`config.mk`:
```
export PLATFORM = sky130hd
export DESIGN_NAME = dial_on_demand_frame_filter_flat
export DESIGN_NICKNAME = d
export VERILOG_FILES = /design/src/design/dodff_pkg.sv /design/src/design/dodff_ifs.sv /design/src/design/dial_on_demand_frame_filter.sv /design/src/design/dodff_parse.sv /design/src/design/dodff_verdict.sv /design/src/flat_wrapper.sv
export SDC_FILE = /design/constraint.sdc
export NUM_CORES = 1
export LEC_CHECK = 0
export BUFFER_PORTS_ARGS = -buffer_cell sky130_fd_sc_hd__buf_2
export CORE_ASPECT_RATIO = 1.2
export CORE_MARGIN = 10
export CORE_UTILIZATION = 35
export DETAILED_ROUTE_END_ITERATION = 12
export PLACE_DENSITY = 0.49
export SYNTH_ARGS = -nofsm -noshare
export SYNTH_HDL_FRONTEND = slang
export SYNTH_SLANG_ARGS = --single-unit
```
`constraint.sdc`:
```
create_clock -name clk -period 11.7 [get_ports clk]
set_input_delay 2.34 -clock clk [delete_from_list [all_inputs] [get_ports clk]]
set_output_delay 2.34 -clock clk [all_outputs]
set_load 0.03 [all_outputs]
```
`src/design/dodff_pkg.sv`:
```
// Shared constants, codes and types for the dial-on-demand frame filter.
package dodff_pkg;

  localparam int ETH_HDR_BYTES   = 14;
  localparam int IP_HEADER_BYTES = 20;
  localparam int MIN_FRAME_BYTES = 34;

  localparam int POS_W       = 6;
  localparam int SUM_W       = 20;
  localparam int CFG_DATA_W  = 48;
  localparam int CFG_INDEX_W = 3;

  localparam logic [POS_W-1:0] POS_MAX    = 6'd63;
  localparam logic [POS_W-1:0] MAC_END    = 6'd6;
  localparam logic [POS_W-1:0] ETYPE_HI   = 6'd12;
  localparam logic [POS_W-1:0] ETYPE_LO   = 6'd13;
  localparam logic [POS_W-1:0] IP_FIRST   = POS_W'(ETH_HDR_BYTES);
  localparam logic [POS_W-1:0] IP_END     = POS_W'(ETH_HDR_BYTES + IP_HEADER_BYTES);
  localparam logic [POS_W-1:0] SHORT_POS  = POS_W'(MIN_FRAME_BYTES);
  localparam logic [POS_W-1:0] DADDR_OFFS = 6'd16;
  localparam logic [3:0]       CHECK_WORD = 4'd5;

  localparam logic [15:0] IPV4_TYPE = 16'h0800;

  // verdict reason codes
  localparam logic [2:0] RSN_OK       = 3'd0;
  localparam logic [2:0] RSN_SHORT    = 3'd1;
  localparam logic [2:0] RSN_WRONGMAC = 3'd2;
  localparam logic [2:0] RSN_TO_LAN   = 3'd3;
  localparam logic [2:0] RSN_NOT_IPV4 = 3'd4;
  localparam logic [2:0] RSN_BAD_CSUM = 3'd5;
  localparam logic [2:0] RSN_OFFNET   = 3'd6;

  // configuration register indexes
  localparam logic [CFG_INDEX_W-1:0] CFG_STATION_MAC = 3'd0;
  localparam logic [CFG_INDEX_W-1:0] CFG_LAN_ADDR    = 3'd1;
  localparam logic [CFG_INDEX_W-1:0] CFG_REF_ADDR    = 3'd2;
  localparam logic [CFG_INDEX_W-1:0] CFG_SUBNET_MASK = 3'd3;
  localparam logic [CFG_INDEX_W-1:0] CFG_OFFNET_TRIG = 3'd4;

  // frame state carried from parser to verdict logic
  typedef struct packed {
    logic [POS_W-1:0] pos;
    logic             mac_ok;
    logic [15:0]      ethertype;
    logic [SUM_W-1:0] sum;
    logic [15:0]      check;
    logic [31:0]      daddr;
  } frame_state_t;

  // frame state at reset and between frames
  localparam frame_state_t FRAME_IDLE = '{pos: '0, mac_ok: 1'b1, ethertype: '0,
                                          sum: '0, check: '0, daddr: '0};

  typedef struct packed {
    logic [47:0] station_mac;
    logic [31:0] lan_addr;
    logic [31:0] ref_addr;
    logic [31:0] mask;
    logic        offnet_trig;
  } cfg_regs_t;

endpackage

```
`src/design/dodff_ifs.sv`:
```
// Valid/ready channel interfaces for frame bytes and verdict items.
interface dodff_in_if;
  logic       valid;
  logic       ready;
  logic [7:0] frame_byte;
  logic       last_byte;

  modport source (output valid, output frame_byte, output last_byte, input ready);
  modport sink (input valid, input frame_byte, input last_byte, output ready);
endinterface

interface dodff_out_if;
  logic       valid;
  logic       ready;
  logic       trigger;
  logic [2:0] reason;

  modport source (output valid, output trigger, output reason, input ready);
  modport sink (input valid, input trigger, input reason, output ready);
endinterface

```
`src/design/dial_on_demand_frame_filter.sv`:
```
// Top level of the dial-on-demand frame filter.
// Takes an Ethernet frame one byte per item on in_chan, last_byte set on the final byte,
// and gives one verdict item on out_chan per frame: trigger (start a dial-up) and a
// reason code (0 accepted, 1 short, 2 wrong MAC, 3 to LAN, 4 not IPv4, 5 bad checksum,
// 6 off-subnet). Bytes stream at one per cycle; a stalled verdict only holds back a
// later frame's last byte. An input register holds the byte, the parser updates running
// frame state from it, and on the last byte the verdict logic loads the result register.
// The user must write configuration through cfg_we/cfg_index/cfg_data only while no
// frame is in flight; the block does not check. Index 0 station MAC (first wire byte in
// bits 47:40), 1 LAN address, 2 reference address, 3 subnet mask, 4 off-subnet trigger
// enable. Addresses are in network order; other indexes are ignored.
module dial_on_demand_frame_filter (
  input  logic                              clk,
  input  logic                              rst_n,
  dodff_in_if.sink                          in_chan,
  dodff_out_if.source                       out_chan,
  input  logic                              cfg_we,
  input  logic [dodff_pkg::CFG_INDEX_W-1:0] cfg_index,
  input  logic [dodff_pkg::CFG_DATA_W-1:0]  cfg_data
);
  import dodff_pkg::*;

  cfg_regs_t    cfg_r;
  frame_state_t fstate;

  // input register
  logic       s1_valid_r;
  logic [7:0] s1_byte_r;
  logic       s1_last_r;
  logic       s1_go;
  logic       in_take;

  // result register
  logic       out_valid_r;
  logic       trig_r;
  logic [2:0] reason_r;
  logic       v_trig;
  logic [2:0] v_reason;

  // a mid-frame byte never needs the result register; a last byte waits for it
  assign s1_go   = s1_valid_r && (!s1_last_r || !out_valid_r || out_chan.ready);
  assign in_chan.ready = !s1_valid_r || s1_go;
  assign in_take = in_chan.valid && in_chan.ready;

  always_ff @(posedge clk) begin
    if (!rst_n) begin
      cfg_r <= '0;
    end else if (cfg_we) begin
      unique case (cfg_index)
        CFG_STATION_MAC: cfg_r.station_mac <= cfg_data;
        CFG_LAN_ADDR:    cfg_r.lan_addr    <= cfg_data[31:0];
        CFG_REF_ADDR:    cfg_r.ref_addr    <= cfg_data[31:0];
        CFG_SUBNET_MASK: cfg_r.mask        <= cfg_data[31:0];
        CFG_OFFNET_TRIG: cfg_r.offnet_trig <= cfg_data[0];
        default: ;
      endcase
    end
  end

  always_ff @(posedge clk) begin
    if (!rst_n) begin
      s1_valid_r <= 1'b0;
    end else if (in_chan.ready) begin
      s1_valid_r <= in_chan.valid;
    end
  end

  always_ff @(posedge clk) begin
    if (in_take) begin
      s1_byte_r <= in_chan.frame_byte;
      s1_last_r <= in_chan.last_byte;
    end
  end

  dodff_parse u_parse (
    .clk         (clk),
    .rst_n       (rst_n),
    .take        (s1_go),
    .byte_in     (s1_byte_r),
    .last_in     (s1_last_r),
    .station_mac (cfg_r.station_mac),
    .state       (fstate)
  );

  dodff_verdict u_verdict (
    .state   (fstate),
    .cfg     (cfg_r),
    .trigger (v_trig),
    .reason  (v_reason)
  );

  always_ff @(posedge clk) begin
    if (!rst_n) begin
      out_valid_r <= 1'b0;
    end else if (s1_go && s1_last_r) begin
      out_valid_r <= 1'b1;
    end else if (out_chan.ready) begin
      out_valid_r <= 1'b0;
    end
  end

  always_ff @(posedge clk) begin
    if (s1_go && s1_last_r) begin
      trig_r   <= v_trig;
      reason_r <= v_reason;
    end
  end

  assign out_chan.valid   = out_valid_r;
  assign out_chan.trigger = trig_r;
  assign out_chan.reason  = reason_r;
endmodule

```
`src/design/dodff_parse.sv`:
```
// Per-byte frame parser: MAC compare, EtherType, header checksum sum, IPv4 destination.
module dodff_parse (
  input  logic                       clk,
  input  logic                       rst_n,
  input  logic                       take,
  input  logic [7:0]                 byte_in,
  input  logic                       last_in,
  input  logic [47:0]                station_mac,
  output dodff_pkg::frame_state_t    state
);
  import dodff_pkg::*;

  frame_state_t st_r, st_upd, st_nxt;
  logic [47:0]      mac_sh;
  logic [POS_W-1:0] ip_idx;
  logic [15:0]      word;
  logic [7:0]       hold_r, hold_nxt;

  assign mac_sh = station_mac << {st_r.pos[2:0], 3'b000};
  assign ip_idx = st_r.pos - IP_FIRST;
  assign word   = {hold_r, byte_in};

  always_comb begin
    st_upd   = st_r;
    hold_nxt = hold_r;
    if (st_r.pos < MAC_END) begin
      if (mac_sh[47:40] != byte_in) st_upd.mac_ok = 1'b0;
    end else if (st_r.pos == ETYPE_HI || st_r.pos == ETYPE_LO) begin
      st_upd.ethertype = {st_r.ethertype[7:0], byte_in};
    end else if (st_r.pos >= IP_FIRST && st_r.pos < IP_END) begin
      if (!ip_idx[0]) begin
        hold_nxt = byte_in;
      end else if (ip_idx[4:1] == CHECK_WORD) begin
        st_upd.check = word;
      end else begin
        st_upd.sum = st_r.sum + {4'b0, word};
      end
      if (ip_idx >= DADDR_OFFS) st_upd.daddr = {st_r.daddr[23:0], byte_in};
    end
    if (st_r.pos != POS_MAX) st_upd.pos = st_r.pos + 1'b1;
    // after the last byte all frame state returns to FRAME_IDLE for the next frame
    st_nxt = st_upd;
    if (last_in) begin
      st_nxt   = FRAME_IDLE;
      hold_nxt = '0;
    end
  end

  always_ff @(posedge clk) begin
    if (!rst_n) begin
      st_r   <= FRAME_IDLE;
      hold_r <= '0;
    end else if (take) begin
      st_r   <= st_nxt;
      hold_r <= hold_nxt;
    end
  end

  // the verdict sees the state with the current byte already applied
  assign state = st_upd;
endmodule

```
`src/design/dodff_verdict.sv`:
```
// Verdict logic: ordered drop checks, checksum fold and subnet rule.
module dodff_verdict (
  input  dodff_pkg::frame_state_t state,
  input  dodff_pkg::cfg_regs_t    cfg,
  output logic                    trigger,
  output logic [2:0]              reason
);
  import dodff_pkg::*;

  logic [16:0] fold1;
  logic [15:0] fold2;
  logic [15:0] csum;

  // end-around carry twice, then invert
  assign fold1 = {1'b0, state.sum[15:0]} + {13'b0, state.sum[19:16]};
  assign fold2 = fold1[15:0] + {15'b0, fold1[16]};
  assign csum  = ~fold2;

  // pos already counts the closing byte (saturated at 63)
  always_comb begin
    trigger = 1'b0;
    priority if (state.pos < SHORT_POS) begin
      reason = RSN_SHORT;
    end else if (!state.mac_ok) begin
      reason = RSN_WRONGMAC;
    end else if (state.daddr == cfg.lan_addr) begin
      reason = RSN_TO_LAN;
    end else if (state.ethertype != IPV4_TYPE) begin
      reason = RSN_NOT_IPV4;
    end else if (csum != state.check) begin
      reason = RSN_BAD_CSUM;
    end else if ((cfg.ref_addr & cfg.mask) != (state.daddr & cfg.mask)) begin
      trigger = cfg.offnet_trig;
      reason  = cfg.offnet_trig ? RSN_OK : RSN_OFFNET;
    end else begin
      trigger = 1'b1;
      reason  = RSN_OK;
    end
  end
endmodule

```
`src/flat_wrapper.sv`:
```
// flat-port wrapper written by rule: the top's interface ports become plain ports
module dial_on_demand_frame_filter_flat import dodff_pkg::*;
  (clk, rst_n, cfg_we, cfg_index, cfg_data, in_chan_valid, in_chan_frame_byte, in_chan_last_byte, in_chan_ready, out_chan_valid, out_chan_trigger, out_chan_reason, out_chan_ready);
  dodff_in_if in_chan_i ();
  dodff_out_if out_chan_i ();
  input  logic clk;
  input  logic rst_n;
  input  logic cfg_we;
  input  logic [dodff_pkg::CFG_INDEX_W-1:0] cfg_index;
  input  logic [dodff_pkg::CFG_DATA_W-1:0] cfg_data;
  input wire logic [$bits(in_chan_i.valid)-1:0] in_chan_valid;
  input wire logic [$bits(in_chan_i.frame_byte)-1:0] in_chan_frame_byte;
  input wire logic [$bits(in_chan_i.last_byte)-1:0] in_chan_last_byte;
  output wire logic [$bits(in_chan_i.ready)-1:0] in_chan_ready;
  output wire logic [$bits(out_chan_i.valid)-1:0] out_chan_valid;
  output wire logic [$bits(out_chan_i.trigger)-1:0] out_chan_trigger;
  output wire logic [$bits(out_chan_i.reason)-1:0] out_chan_reason;
  input wire logic [$bits(out_chan_i.ready)-1:0] out_chan_ready;
  assign in_chan_i.valid = in_chan_valid;
  assign in_chan_i.frame_byte = in_chan_frame_byte;
  assign in_chan_i.last_byte = in_chan_last_byte;
  assign in_chan_ready = in_chan_i.ready;
  assign out_chan_valid = out_chan_i.valid;
  assign out_chan_trigger = out_chan_i.trigger;
  assign out_chan_reason = out_chan_i.reason;
  assign out_chan_i.ready = out_chan_ready;
  dial_on_demand_frame_filter u_core (.clk(clk), .rst_n(rst_n), .in_chan(in_chan_i), .out_chan(out_chan_i), .cfg_we(cfg_we), .cfg_index(cfg_index), .cfg_data(cfg_data));
endmodule
```
== Word level (Yosys, flattened, before mapping) ==
Cells that the tools add are included.
Operators by class
  add/sub/neg operators: 5
  multiply operators: 0
  div/mod/pow operators: 0
  $lt $le $gt $ge: 5
  equality and inequality tests: 16
  shift-type cells: 1
  mux-type cells: 26
  bitwise operators: 4
  reductions and logical operators: 22
Operators by type and width (count)
  2-to-1 mux 68 bit: 2
  2-to-1 mux 91 bit: 1
  2-to-1 mux 84 bit: 1
  AND 32 bit: 2
  left shift 48 x 6 -> 48 bit: 1
  2-to-1 mux 8 bit: 5
  2-to-1 mux 36 bit: 1
  == test 32 bit: 1
  2-to-1 mux 16 bit: 2
  2-to-1 mux 32 bit: 1
  != test 32 bit: 1
  adder 20 x 16 -> 20 bit: 1
  2-to-1 mux 20 bit: 1
  adder 16 x 4 -> 17 bit: 1
  adder 16 x 1 -> 16 bit: 1
  != test 16 x 12 -> 1 bit (second input constant): 1
  != test 16 bit: 1
  inverter 16 bit: 1
  == test 6 x 4 -> 1 bit (second input constant): 2
  less-than comparator 6 bit (second input constant): 2
  2-to-1 mux 3 bit: 4
  AND reduction 2 bit: 5
  != test 8 bit: 1
  adder 6 x 1 -> 6 bit (second input constant): 1
  other kinds (22): 39
Storage, ports and cells
  register bits after elaboration: 259
  latch bits: 0
  memory bits (writable): 0
  ROM bits: 0
  input bits: 65
  output and inout port bits: 6
  logic and storage cells: 98
  memories: 0

== Logic depth before layout (Yosys ltp) ==
Gate-level depths: netlist (run 1).
  depth in word-level cells: 15
  gate-level depth with buffers: 33
  gate-level depth less buffers: 33

== Hierarchy ==
From an unflattened synthesis (run 1), not the netlist that was laid out.
Second synthesis, totals
  cell total of the unflattened synthesis: 1506
  area total of the unflattened synthesis: 14176.1 µm²
By module, submodules not included
  dodff_parse: times used 1, cells an instance 667, area an instance 6182.2 µm², seq. area each 1981.9 µm²
  dial_on_demand_frame_filter: times used 1, cells an instance 551, area an instance 5838.1 µm², seq. area each 3333.2 µm²
  dodff_verdict: times used 1, cells an instance 288, area an instance 2155.8 µm², seq. area each 0.0 µm²

== Worst setup path after synthesis (run 1) ==
OpenSTA, ideal clock, no wires.
  path kind: reg-to-reg
  start: reg u_core.u_parse.st_r[86] (netlist bit)
  end: reg u_core.reason_r[2], in the netlist u_core.out_chan.reason[2] (data pin)
  setup time: 259 ps
  arrival: 6644 ps
  required time: 11441 ps
  path slack: 4797 ps
  stages on the path, launching flop included: 33
  path buffers: 5
  clock period less this slack: 6903 ps
  cell sequence: dfxtp_1 > buf_2 > buf_1 > inv_1 > ha_1 > nor2_1 > o311ai_2 > or2_1 > buf_4 > buf_2 > buf_2 > nor2_1 > xor2_1 > ha_1 > inv_1 > fa_1 > nor2b_1 > o21ai_0 > nand2b_1 > a21boi_1 > nand2_1 > or3_1 > nor4b_1 > ha_1 > ha_1 > and3_1 > inv_1 > a2111o_1 > or4_1 > o22a_1 > a2111oi_2 > nand2_1 > o31a_1
Between the ends
  cells in the longest elaborated chain, start to end: 13
  elaborated cells between the ends (all ways): 39
  those cells by class: add/sub (4); order compare (5); eq/ne (9); shift (1); mux (14); bitwise (3); reduce/logical (3)
Ends and longest elaborated chain
  start: declaration: line dodff_parse.sv:13  | frame_state_t st_r, st_upd, st_nxt;
  start signal: assignment: line dodff_parse.sv:54  | st_r <= st_nxt;
  subtractor 6 x 4 -> 6 bit: line dodff_parse.sv:20  | assign ip_idx = st_r.pos - IP_FIRST;
  == test 4 x 3 -> 1 bit: line dodff_parse.sv:33  | end else if (ip_idx[4:1] == CHECK_WORD) begin
  2-to-1 mux 20 bit: line dodff_parse.sv:33
  2-to-1 mux 36 bit: line dodff_parse.sv:31  | if (!ip_idx[0]) begin
  2-to-1 mux 68 bit: line dodff_parse.sv:30  | end else if (st_r.pos >= IP_FIRST && st_r.pos < IP_END) begin
  2-to-1 mux 68 bit: line dodff_parse.sv:28  | end else if (st_r.pos == ETYPE_HI || st_r.pos == ETYPE_LO) begin
  2-to-1 mux 84 bit: line dodff_parse.sv:26  | if (st_r.pos < MAC_END) begin
  adder 16 x 4 -> 17 bit: line dodff_verdict.sv:15  | assign fold1 = {1'b0, state.sum[15:0]} + {13'b0, state.sum[19:16]};
  adder 16 x 1 -> 16 bit: line dodff_verdict.sv:16  | assign fold2 = fold1[15:0] + {15'b0, fold1[16]};
  inverter 16 bit: line dodff_verdict.sv:17  | assign csum = ~fold2;
  != test 16 bit: line dodff_verdict.sv:30  | end else if (csum != state.check) begin
  2-to-1 mux 3 bit: line dodff_verdict.sv:30
  2-to-1 mux 3 bit: line dodff_verdict.sv:28  | end else if (state.ethertype != IPV4_TYPE) begin
  end signal: assignment: line dial_on_demand_frame_filter.sv:105  | reason_r <= v_reason;
  end: declaration: line dial_on_demand_frame_filter.sv:36  | logic [2:0] reason_r;
Parallel ways exist; a longest one is shown, timed or not.
A chain may end at the register's enable or synchronous reset.

== Final worst setup path (run 1) ==
  start: reg u_core.s1_byte_r[0]
  end: reg u_core.reason_r[2], in the netlist u_core.out_chan.reason[2] (data pin)
Between the ends
  cells in the longest elaborated chain, start to end: 12
  elaborated cells between the ends (all ways): 25
  those cells by class: add/sub (3); eq/ne (5); mux (13); bitwise (3); reduce/logical (1)
Ends and longest elaborated chain
  start: declaration: line dial_on_demand_frame_filter.sv:28  | logic [7:0] s1_byte_r;
  start signal: assignment: line dial_on_demand_frame_filter.sv:70  | s1_byte_r <= in_chan.frame_byte;
  adder 20 x 16 -> 20 bit: line dodff_parse.sv:36  | st_upd.sum = st_r.sum + {4'b0, word};
  2-to-1 mux 20 bit: line dodff_parse.sv:33
  2-to-1 mux 36 bit: line dodff_parse.sv:31
  2-to-1 mux 68 bit: line dodff_parse.sv:30
  2-to-1 mux 68 bit: line dodff_parse.sv:28
  2-to-1 mux 84 bit: line dodff_parse.sv:26
  adder 16 x 4 -> 17 bit: line dodff_verdict.sv:15
  adder 16 x 1 -> 16 bit: line dodff_verdict.sv:16
  inverter 16 bit: line dodff_verdict.sv:17
  != test 16 bit: line dodff_verdict.sv:30
  2-to-1 mux 3 bit: line dodff_verdict.sv:30
  2-to-1 mux 3 bit: line dodff_verdict.sv:28
Parallel ways exist; a longest one is shown, timed or not.

==> results of run 1 <==
[state kept, by name, indices dropped and copies added (netlist names)]
signal,cells
u_core.out_chan.trigger,1
u_core.u_parse.st_r,91
u_core.cfg_r,145
u_core.u_parse.hold_r,8
u_core.out_chan.valid,1
u_core.s1_byte_r,8
u_core.s1_valid_r,1
u_core.s1_last_r,1
u_core.out_chan.reason,3
[worst reg2reg max path, delay by kind of cell, from the launching register on]
kind / cells / cell delay [ns]
AO/OA/AOI/OAI: 10 / 2.89
XOR/XNOR: 1 / 0.21
adder cells (fa/ha/maj): 5 / 1.40
buffers and inverters: 2 / 0.14
flip-flops: 1 / 0.57
AND/OR/NAND/NOR: 12 / 2.68
[routing by layer]
metal	GRT usage	vias to the layer above
met1	0.223	5429
li1	-	5679
met4	0.0689	2
met3	0.0286	71
met5	0	-
met2	0.304	212
[cell type report]
type | count | area share
Multi-Input combinational cell | 1224 | 0.519
Sequential cell | 259 | 0.340
Clock buffer | 47 | 0.0599
Tap cell | 526 | 0.0421
Timing Repair Buffer | 86 | 0.0305
Inverter | 21 | 0.00504
Clock inverter | 7 | 0.00408
[where the power goes]
part           total (uW)  switching [uW]  internal (uW)
logic                 110            69.4           40.1
registers             916            13.3            902
clock network         949             382            567
[cells in the mapped netlist, types with 23 or more instances]
cell type,instances
sky130_fd_sc_hd__a21boi_0,149
sky130_fd_sc_hd__a21oi_1,23
sky130_fd_sc_hd__a22oi_1,102
sky130_fd_sc_hd__clkbuf_1,89
sky130_fd_sc_hd__dfxtp_1,246
sky130_fd_sc_hd__ha_1,25
sky130_fd_sc_hd__mux2i_1,52
sky130_fd_sc_hd__nand2_1,346
sky130_fd_sc_hd__nor2_1,32
sky130_fd_sc_hd__nor2b_1,88
sky130_fd_sc_hd__o21ai_0,38
sky130_fd_sc_hd__xnor2_1,101
[final timing paths]
path	cells past startpoint	from	slack, ns	to
min reg2reg	2	u_core.cfg_r[106]$_SDFFE_PN0P_	0.46	u_core.cfg_r[106]$_SDFFE_PN0P_
max	30	u_core.s1_byte_r[0]$_DFFE_PP_	3.59	u_core.out_chan.reason[2]$_SDFFCE_PP0P_
min	2	u_core.cfg_r[106]$_SDFFE_PN0P_	0.46	u_core.cfg_r[106]$_SDFFE_PN0P_
max reg2reg	30	u_core.s1_byte_r[0]$_DFFE_PP_	3.59	u_core.out_chan.reason[2]$_SDFFCE_PP0P_
[cells by family (layout without fill, tap and decap cells)]
kind of cell	count (synthesis)	count (layout)
muxes	71	71
adders and majority gates	27	27
and+or+nand+nor	607	607
AOI/OAI and AO/OA	402	402
buffers and inverters	127	161
xor gates and xnor gates	117	117
DFF	259	259
[metrics by stage]
| step | setup slack (ns) | utilization | total power, uW |
|---|---|---|---|
| finish | 3.59 | 0.401 | 1970 |
| global route | 2.98 | 0.401 | 2050 |
| CTS | 3.63 | 0.401 | 2000 |
| detailed placement | 3.65 | 0.375 | 1040 |
| global placement | 3.81 | 0.375 | 1040 |
| floorplan | 4.80 | - | 994 |
==> results.yml, run 1 <==
status:
  run_status: "completed"
synthesis:
  synth_mux_area_frac: 0.0593
  dominant_combinational_cell_family_by_area_after_synthesis: "compound AO/OA/AOI/OAI gates"
  synth_compound_area_frac: 0.212
  number_of_synthesized_flops_with_an_enable_pin: 13
  gate_count_of_the_mapped_netlist: 1610
  yosys.area.top_type: "sky130_fd_sc_hd__dfxtp_1"
  yosys_warning_count: 0
  post_synth_fa_ha_maj_area_fraction: 0.0254
  ys_ff_latch: 259
  synth-async-reset-ratio: 0
  post-synth-top-area-fraction: 0.354
  syn-num-nets: 1702
  yosys.cell_types.count: 91
  synth_xor_xnor_area_share: 0.0757
  synth_ff_type: "sky130_fd_sc_hd__dfxtp_1"
  netlist_top_cells_area: "sky130_fd_sc_hd__dfxtp_1, sky130_fd_sc_hd__nand2_1, sky130_fd_sc_hd__a21boi_0, sky130_fd_sc_hd__xnor2_1, sky130_fd_sc_hd__a22oi_1"
  ys_seq_area_frac: 0.382
  synth-simple-area-share: 0.209
  synth_area_per_cell_sq_um: 8.64
  post_synthesis_instance_area_sq_mm: 0.0139
drt:
  detailroute.wirelength.met3_um: 1830
  topRoutingLayerUsed: "met5"
  dr_total_vias: 11400
  drc: 0
  m1WireLength_um: 19700
  drt.antenna.violating_nets: 0
  vias_per_cell: 5.25
  detail_route.iter0.violations: 668
  met2WireLength_um: 21000
  drt_pass1_iterations: 5
  mean_routed_wirelength_per_cell_um: 20.4
  overall_routed_net_length_um: 44200
sta:
  hold_ws_ns: 0.460
  hold_viol_final: 0
  fin_crit_sh: 0.693
  setup_violations: 0
  slew_violations: 0
  timing.final.crit_period_ns: 8.11
  max_freq_mhz: 123
  timing.setup.tns_ns: 0
  fin_skew_ns: 0.0217
  unrepaired_setup_endpoints_after_global_routing: "no"
  maxSlewHeadroom: 0.245
  max_slew.worst_pin.slew_ns: 1.13
job:
  timing.max_cap.violations: 0
pwr:
  static_leakage_uw: 0.00541
  cellPowerDensity_mw_per_mm2: 126
  vdd.ir_drop.worst_v: 0.0000856
die:
  chip_width_um: 202
  fp.dieH_um: 238
  row_count: 79
  start_util: 0.356
  boundaryPins: 71
  floorplan.core_area_sq_mm: 0.0390
  dieArea_sq_mm: 0.0481
cells_and_area:
  stdcell_count: 2170
  highest_count_cells_in_the_layout_ignoring_fill_and_taps: "sky130_fd_sc_hd__nand2_1, sky130_fd_sc_hd__dfxtp_1, sky130_fd_sc_hd__a21boi_0"
  final_nets: 1714
  antennaDiodeCount: 0
  layout-drive-gt1-share: 0.109
  area_growth_syn_to_layout_pct: 12.5
  sequential_cell_area_sq_mm: 0.00532
  layout.cell_area.non_filler_sq_mm: 0.0157
  final.fill_count: 4021
  layout_commonest_cell: "sky130_fd_sc_hd__nand2_1"
  multi_input_gate_area_sq_mm: 0.00812
clock_tree:
  htreeDepth: 1
  cts_sinks: 259
  hold_buffers: 0
  cts_setup_buffers: 0
  tritoncts: "built"
  post_cts_resized: 0
  cts-root-buf: "sky130_fd_sc_hd__clkbuf_16"
  clock_slew_at_the_register_clock_pins_of_the_worst_setup_and_hold_paths_ns: 0.07
  worst_skew_pair.late_latency_ns: 0.57
  tritoncts.num_buffers: 30
  clockBufferDepth: 3
global_routing:
  grtUsageTotal: 0.179
  wire_length_of_the_first_global_routing_pass_um: 67700
  grt_antenna_before_repair: 1
  total_grt_overflow: 0
  grt_pass1_vias: 11200
  grt_max_degree: 135
placed_design:
  routabilityCongestion: 0.909
  place_hpwl_um: 31700
  place_inst: 2116
  post_detailed_placement_cell_area_sq_mm: 0.0146
  buffer_ports.inserted: 70
worst_setup_path:
  critical_path.max_stage_delay_ns: 0.59
  crit_path_end_kind: "register"
  critPathArrivalTime_ns: 8.43
  startpoint_type: "register"
  cp.buffers_inverters: 2
  critical_path_required_ns: 12.02
  critical_path_class: "reg -> reg"
  critPathMaxFanout: 8
  slowest_stage_cell_crit_path: "sky130_fd_sc_hd__a2111oi_0"
  cpLargestDelayFamily: "compound AO/OA/AOI/OAI gates"
hold_path:
  worst_hold_path_type: "reg -> reg"
No activity file was read; power rests on OpenSTA's default activity.
==> inputs of run 2 (changes only) <==
--- a/config.mk
+++ b/config.mk
@@ -10,7 +10,7 @@
 export CORE_MARGIN = 10
 export CORE_UTILIZATION = 35
 export DETAILED_ROUTE_END_ITERATION = 12
-export PLACE_DENSITY = 0.49
+export PLACE_DENSITY = 0.51
 export SYNTH_ARGS = -nofsm -noshare
 export SYNTH_HDL_FRONTEND = slang
 export SYNTH_SLANG_ARGS = --single-unit
==> constraint.sdc (replaced) <==
create_clock -name clk -period 7.3 [get_ports clk]
set_input_delay 1.46 -clock clk [delete_from_list [all_inputs] [get_ports clk]]
set_output_delay 1.46 -clock clk [all_outputs]
set_load 0.03 [all_outputs]
==> run 2 against run 1 <==
Clock skew shrank 0.0074 ns. Worst setup slack lost 3.4 ns. Highest routed layer unchanged. Design area grew 3.0%. Fmax grew 14%. Critical endpoint unchanged. Die area is the same. Clock power grew 63%. Largest cell class unchanged. Combinational power grew 72%.
==> results.yml, run 2 (synthesis results as in run 1) <==
drt:
  overall_routed_net_length_um: 43200
  dr_total_vias: 11700
  drt.antenna.violating_nets: 0
  vias_per_cell: 5.28
  mean_routed_wirelength_per_cell_um: 19.5
  detail_route.iter0.violations: 762
  drc: 0
  drt_pass1_iterations: 5
clock_tree:
  clock_slew_at_the_register_clock_pins_of_the_worst_setup_and_hold_paths_ns: 0.06
  clockBufferDepth: 3
  htreeDepth: 1
  cts_sinks: 259
  worst_skew_pair.late_latency_ns: 0.56
  tritoncts.num_buffers: 30
  hold_buffers: 0
  tritoncts: "built"
  cts-root-buf: "sky130_fd_sc_hd__clkbuf_16"
worst_setup_path:
  critical_path_class: "reg -> reg"
  path_common_cell: "sky130_fd_sc_hd__nand2_1"
  critPathMaxFanout: 3
  timing.reg2reg.worst_path_depth: 34
  critical_path_required_ns: 7.61
  slowest_stage_cell_crit_path: "sky130_fd_sc_hd__edfxtp_1"
  critPathArrivalTime_ns: 7.41
  critical_path.max_stage_delay_ns: 0.43
  crit_path_end_kind: "register"
  startpoint_type: "register"
job:
  timing.max_cap.violations: 0
pwr:
  power.share.switching: 0.234
  p_seq_frac: 0.457
  static_leakage_uw: 0.00562
  power.net_switching_uw: 749
  clkPwrFrac: 0.484
  vdd.ir_drop.worst_v: 0.000157
  cellPowerDensity_mw_per_mm2: 198
  cellInternalPower_uw: 2450
  pwr-share-comb: 0.059
sta:
  max_freq_mhz: 141
  hold_viol_final: 0
  max_slew.worst_pin.slew_ns: 1.26
  fin_skew_ns: 0.0143
  setup_violations: 0
  timing.final.crit_period_ns: 7.10
  timing.setup.tns_ns: 0
  unrepaired_setup_endpoints_after_global_routing: "yes"
  maxSlewHeadroom: 0.152
  fin_crit_sh: 0.973
  fin_ws_ns: 0.195
  slew_violations: 0
cells_and_area:
  largest_registers_in_the_final_layout: "u_core.cfg_r (145), u_core.u_parse.st_r (91)"
  final.fill_count: 3908
  layout_commonest_cell: "sky130_fd_sc_hd__nand2_1"
  multi_input_gate_area_sq_mm: 0.00826
  final_nets: 1756
  layout-drive-gt1-share: 0.142
  post-route-util: 0.413
  largest_reg_flops: 145
  stdcell_count: 2210
  registers.top_by_ff_count: "u_core.cfg_r"
  antennaDiodeCount: 0
  sequential_cell_area_sq_mm: 0.00532
  area_growth_syn_to_layout_pct: 15.9
  highest_count_cells_in_the_layout_ignoring_fill_and_taps: "sky130_fd_sc_hd__nand2_1, sky130_fd_sc_hd__dfxtp_1, sky130_fd_sc_hd__a21boi_0"
hold_path:
  whs_path_depth: 2
  worst_hold_path_type: "reg -> reg"
global_routing:
  grt_antenna_before_repair: 1
  grtUsageTotal: 0.174
  total_grt_overflow: 0
  grt_pass1_vias: 11500
  wire_length_of_the_first_global_routing_pass_um: 67000
  gr-usage-met2: 0.309
  grt_max_degree: 108
  use_met3: 0.0214
  gr-max-usage-layer: "met2"
  met1_usage: 0.213
placed_design:
  routabilityCongestion: 0.876
  detailedPlace.worstSlack_ns: -0.0169
  buffer_ports.inserted: 70
  place_hpwl_um: 30900
  place_inst: 2150
status:
  run_status: "completed"
die:
  chip_width_um: 202
  boundaryPins: 71
  fp.dieH_um: 238
  start_util: 0.356
  floorplan.core_area_sq_mm: 0.0390
  dieArea_sq_mm: 0.0481
  row_count: 79
-- run 2: cell count changes in the layout (fill, tap and decap cells not counted), moves of 3 or more --
| cell | change |
|---|---|
| sky130_fd_sc_hd__clkbuf_8 | -5 |
| sky130_fd_sc_hd__buf_4 | +41 |
| sky130_fd_sc_hd__clkinv_2 | -3 |
| sky130_fd_sc_hd__ha_4 | +5 |
| sky130_fd_sc_hd__ha_1 | -7 |
-- run 2: final cells by class --
type                            instances  share of cell area
Multi-Input combinational cell       1224               0.512
Sequential cell                       259               0.330
Clock buffer                           42              0.0539
Timing Repair Buffer                  128              0.0494
Tap cell                              526              0.0408
Clock inverter                         10             0.00877
Inverter                               21             0.00489
-- run 2: per-layer routing --
metal / wire length [um] / part of all wire / vias to the layer above
met2: 21400 / 0.49 / 243
met3: 1480 / 0.034 / 65
met4: 1350 / 0.031 / 2
li1: - / - / 5754
met5: 20 / 0.00046 / -
met1: 18900 / 0.44 / 5601
-- run 2: what timing repair did --
| item | 4_1_cts | 5_1_grt |
|---|---|---|
| endpoints found under the setup margin | 1 | 4 |
| resized for setup | 1 | 27 |
| buffers inserted | 0 | 8 |
| pin swaps | 0 | 19 |
-- run 2: final timing paths --
path / from / slack [ns] / endpoint
hold / removal: u_core.cfg_r[122]$_SDFFE_PN0P_ / 0.46 / u_core.cfg_r[122]$_SDFFE_PN0P_
setup / recovery: u_core.s1_byte_r[0]$_DFFE_PP_ / 0.20 / u_core.out_chan.reason[2]$_SDFFCE_PP0P_
hold reg to reg: u_core.cfg_r[122]$_SDFFE_PN0P_ / 0.46 / u_core.cfg_r[122]$_SDFFE_PN0P_
setup reg to reg: u_core.s1_byte_r[0]$_DFFE_PP_ / 0.20 / u_core.out_chan.reason[2]$_SDFFCE_PP0P_
-- run 2: worst max-delay path: cells and delay by family, from the launching register on --
kind	cells	cell delay, ns
AOI/OAI and AO/OA	10	2.46
and+or+nand+nor	11	1.72
adders and majority gates	6	1.35
xor gates and xnor gates	3	0.58
DFF	1	0.43
buffers and inverters	4	0.31
-- run 2: per-stage QoR --
step,total power (uW),area [sq um],hold slack (ns)
after floorplan,1590,13900,0.440
after global placement,1680,14900,0.449
after detailed placement,1680,14900,0.454
after CTS,3240,15900,0.463
after global routing,3310,16100,0.484
final,3200,16100,0.460
-- run 2: power groups by stage --
stage	Sequential [uW]	Combinational [uW]	Clock, uW
global route	1460	206	1640
global placement	1490	189	0
CTS	1460	190	1590
detailed placement	1490	190	0
finish	1460	189	1550
floorplan	1490	107	0
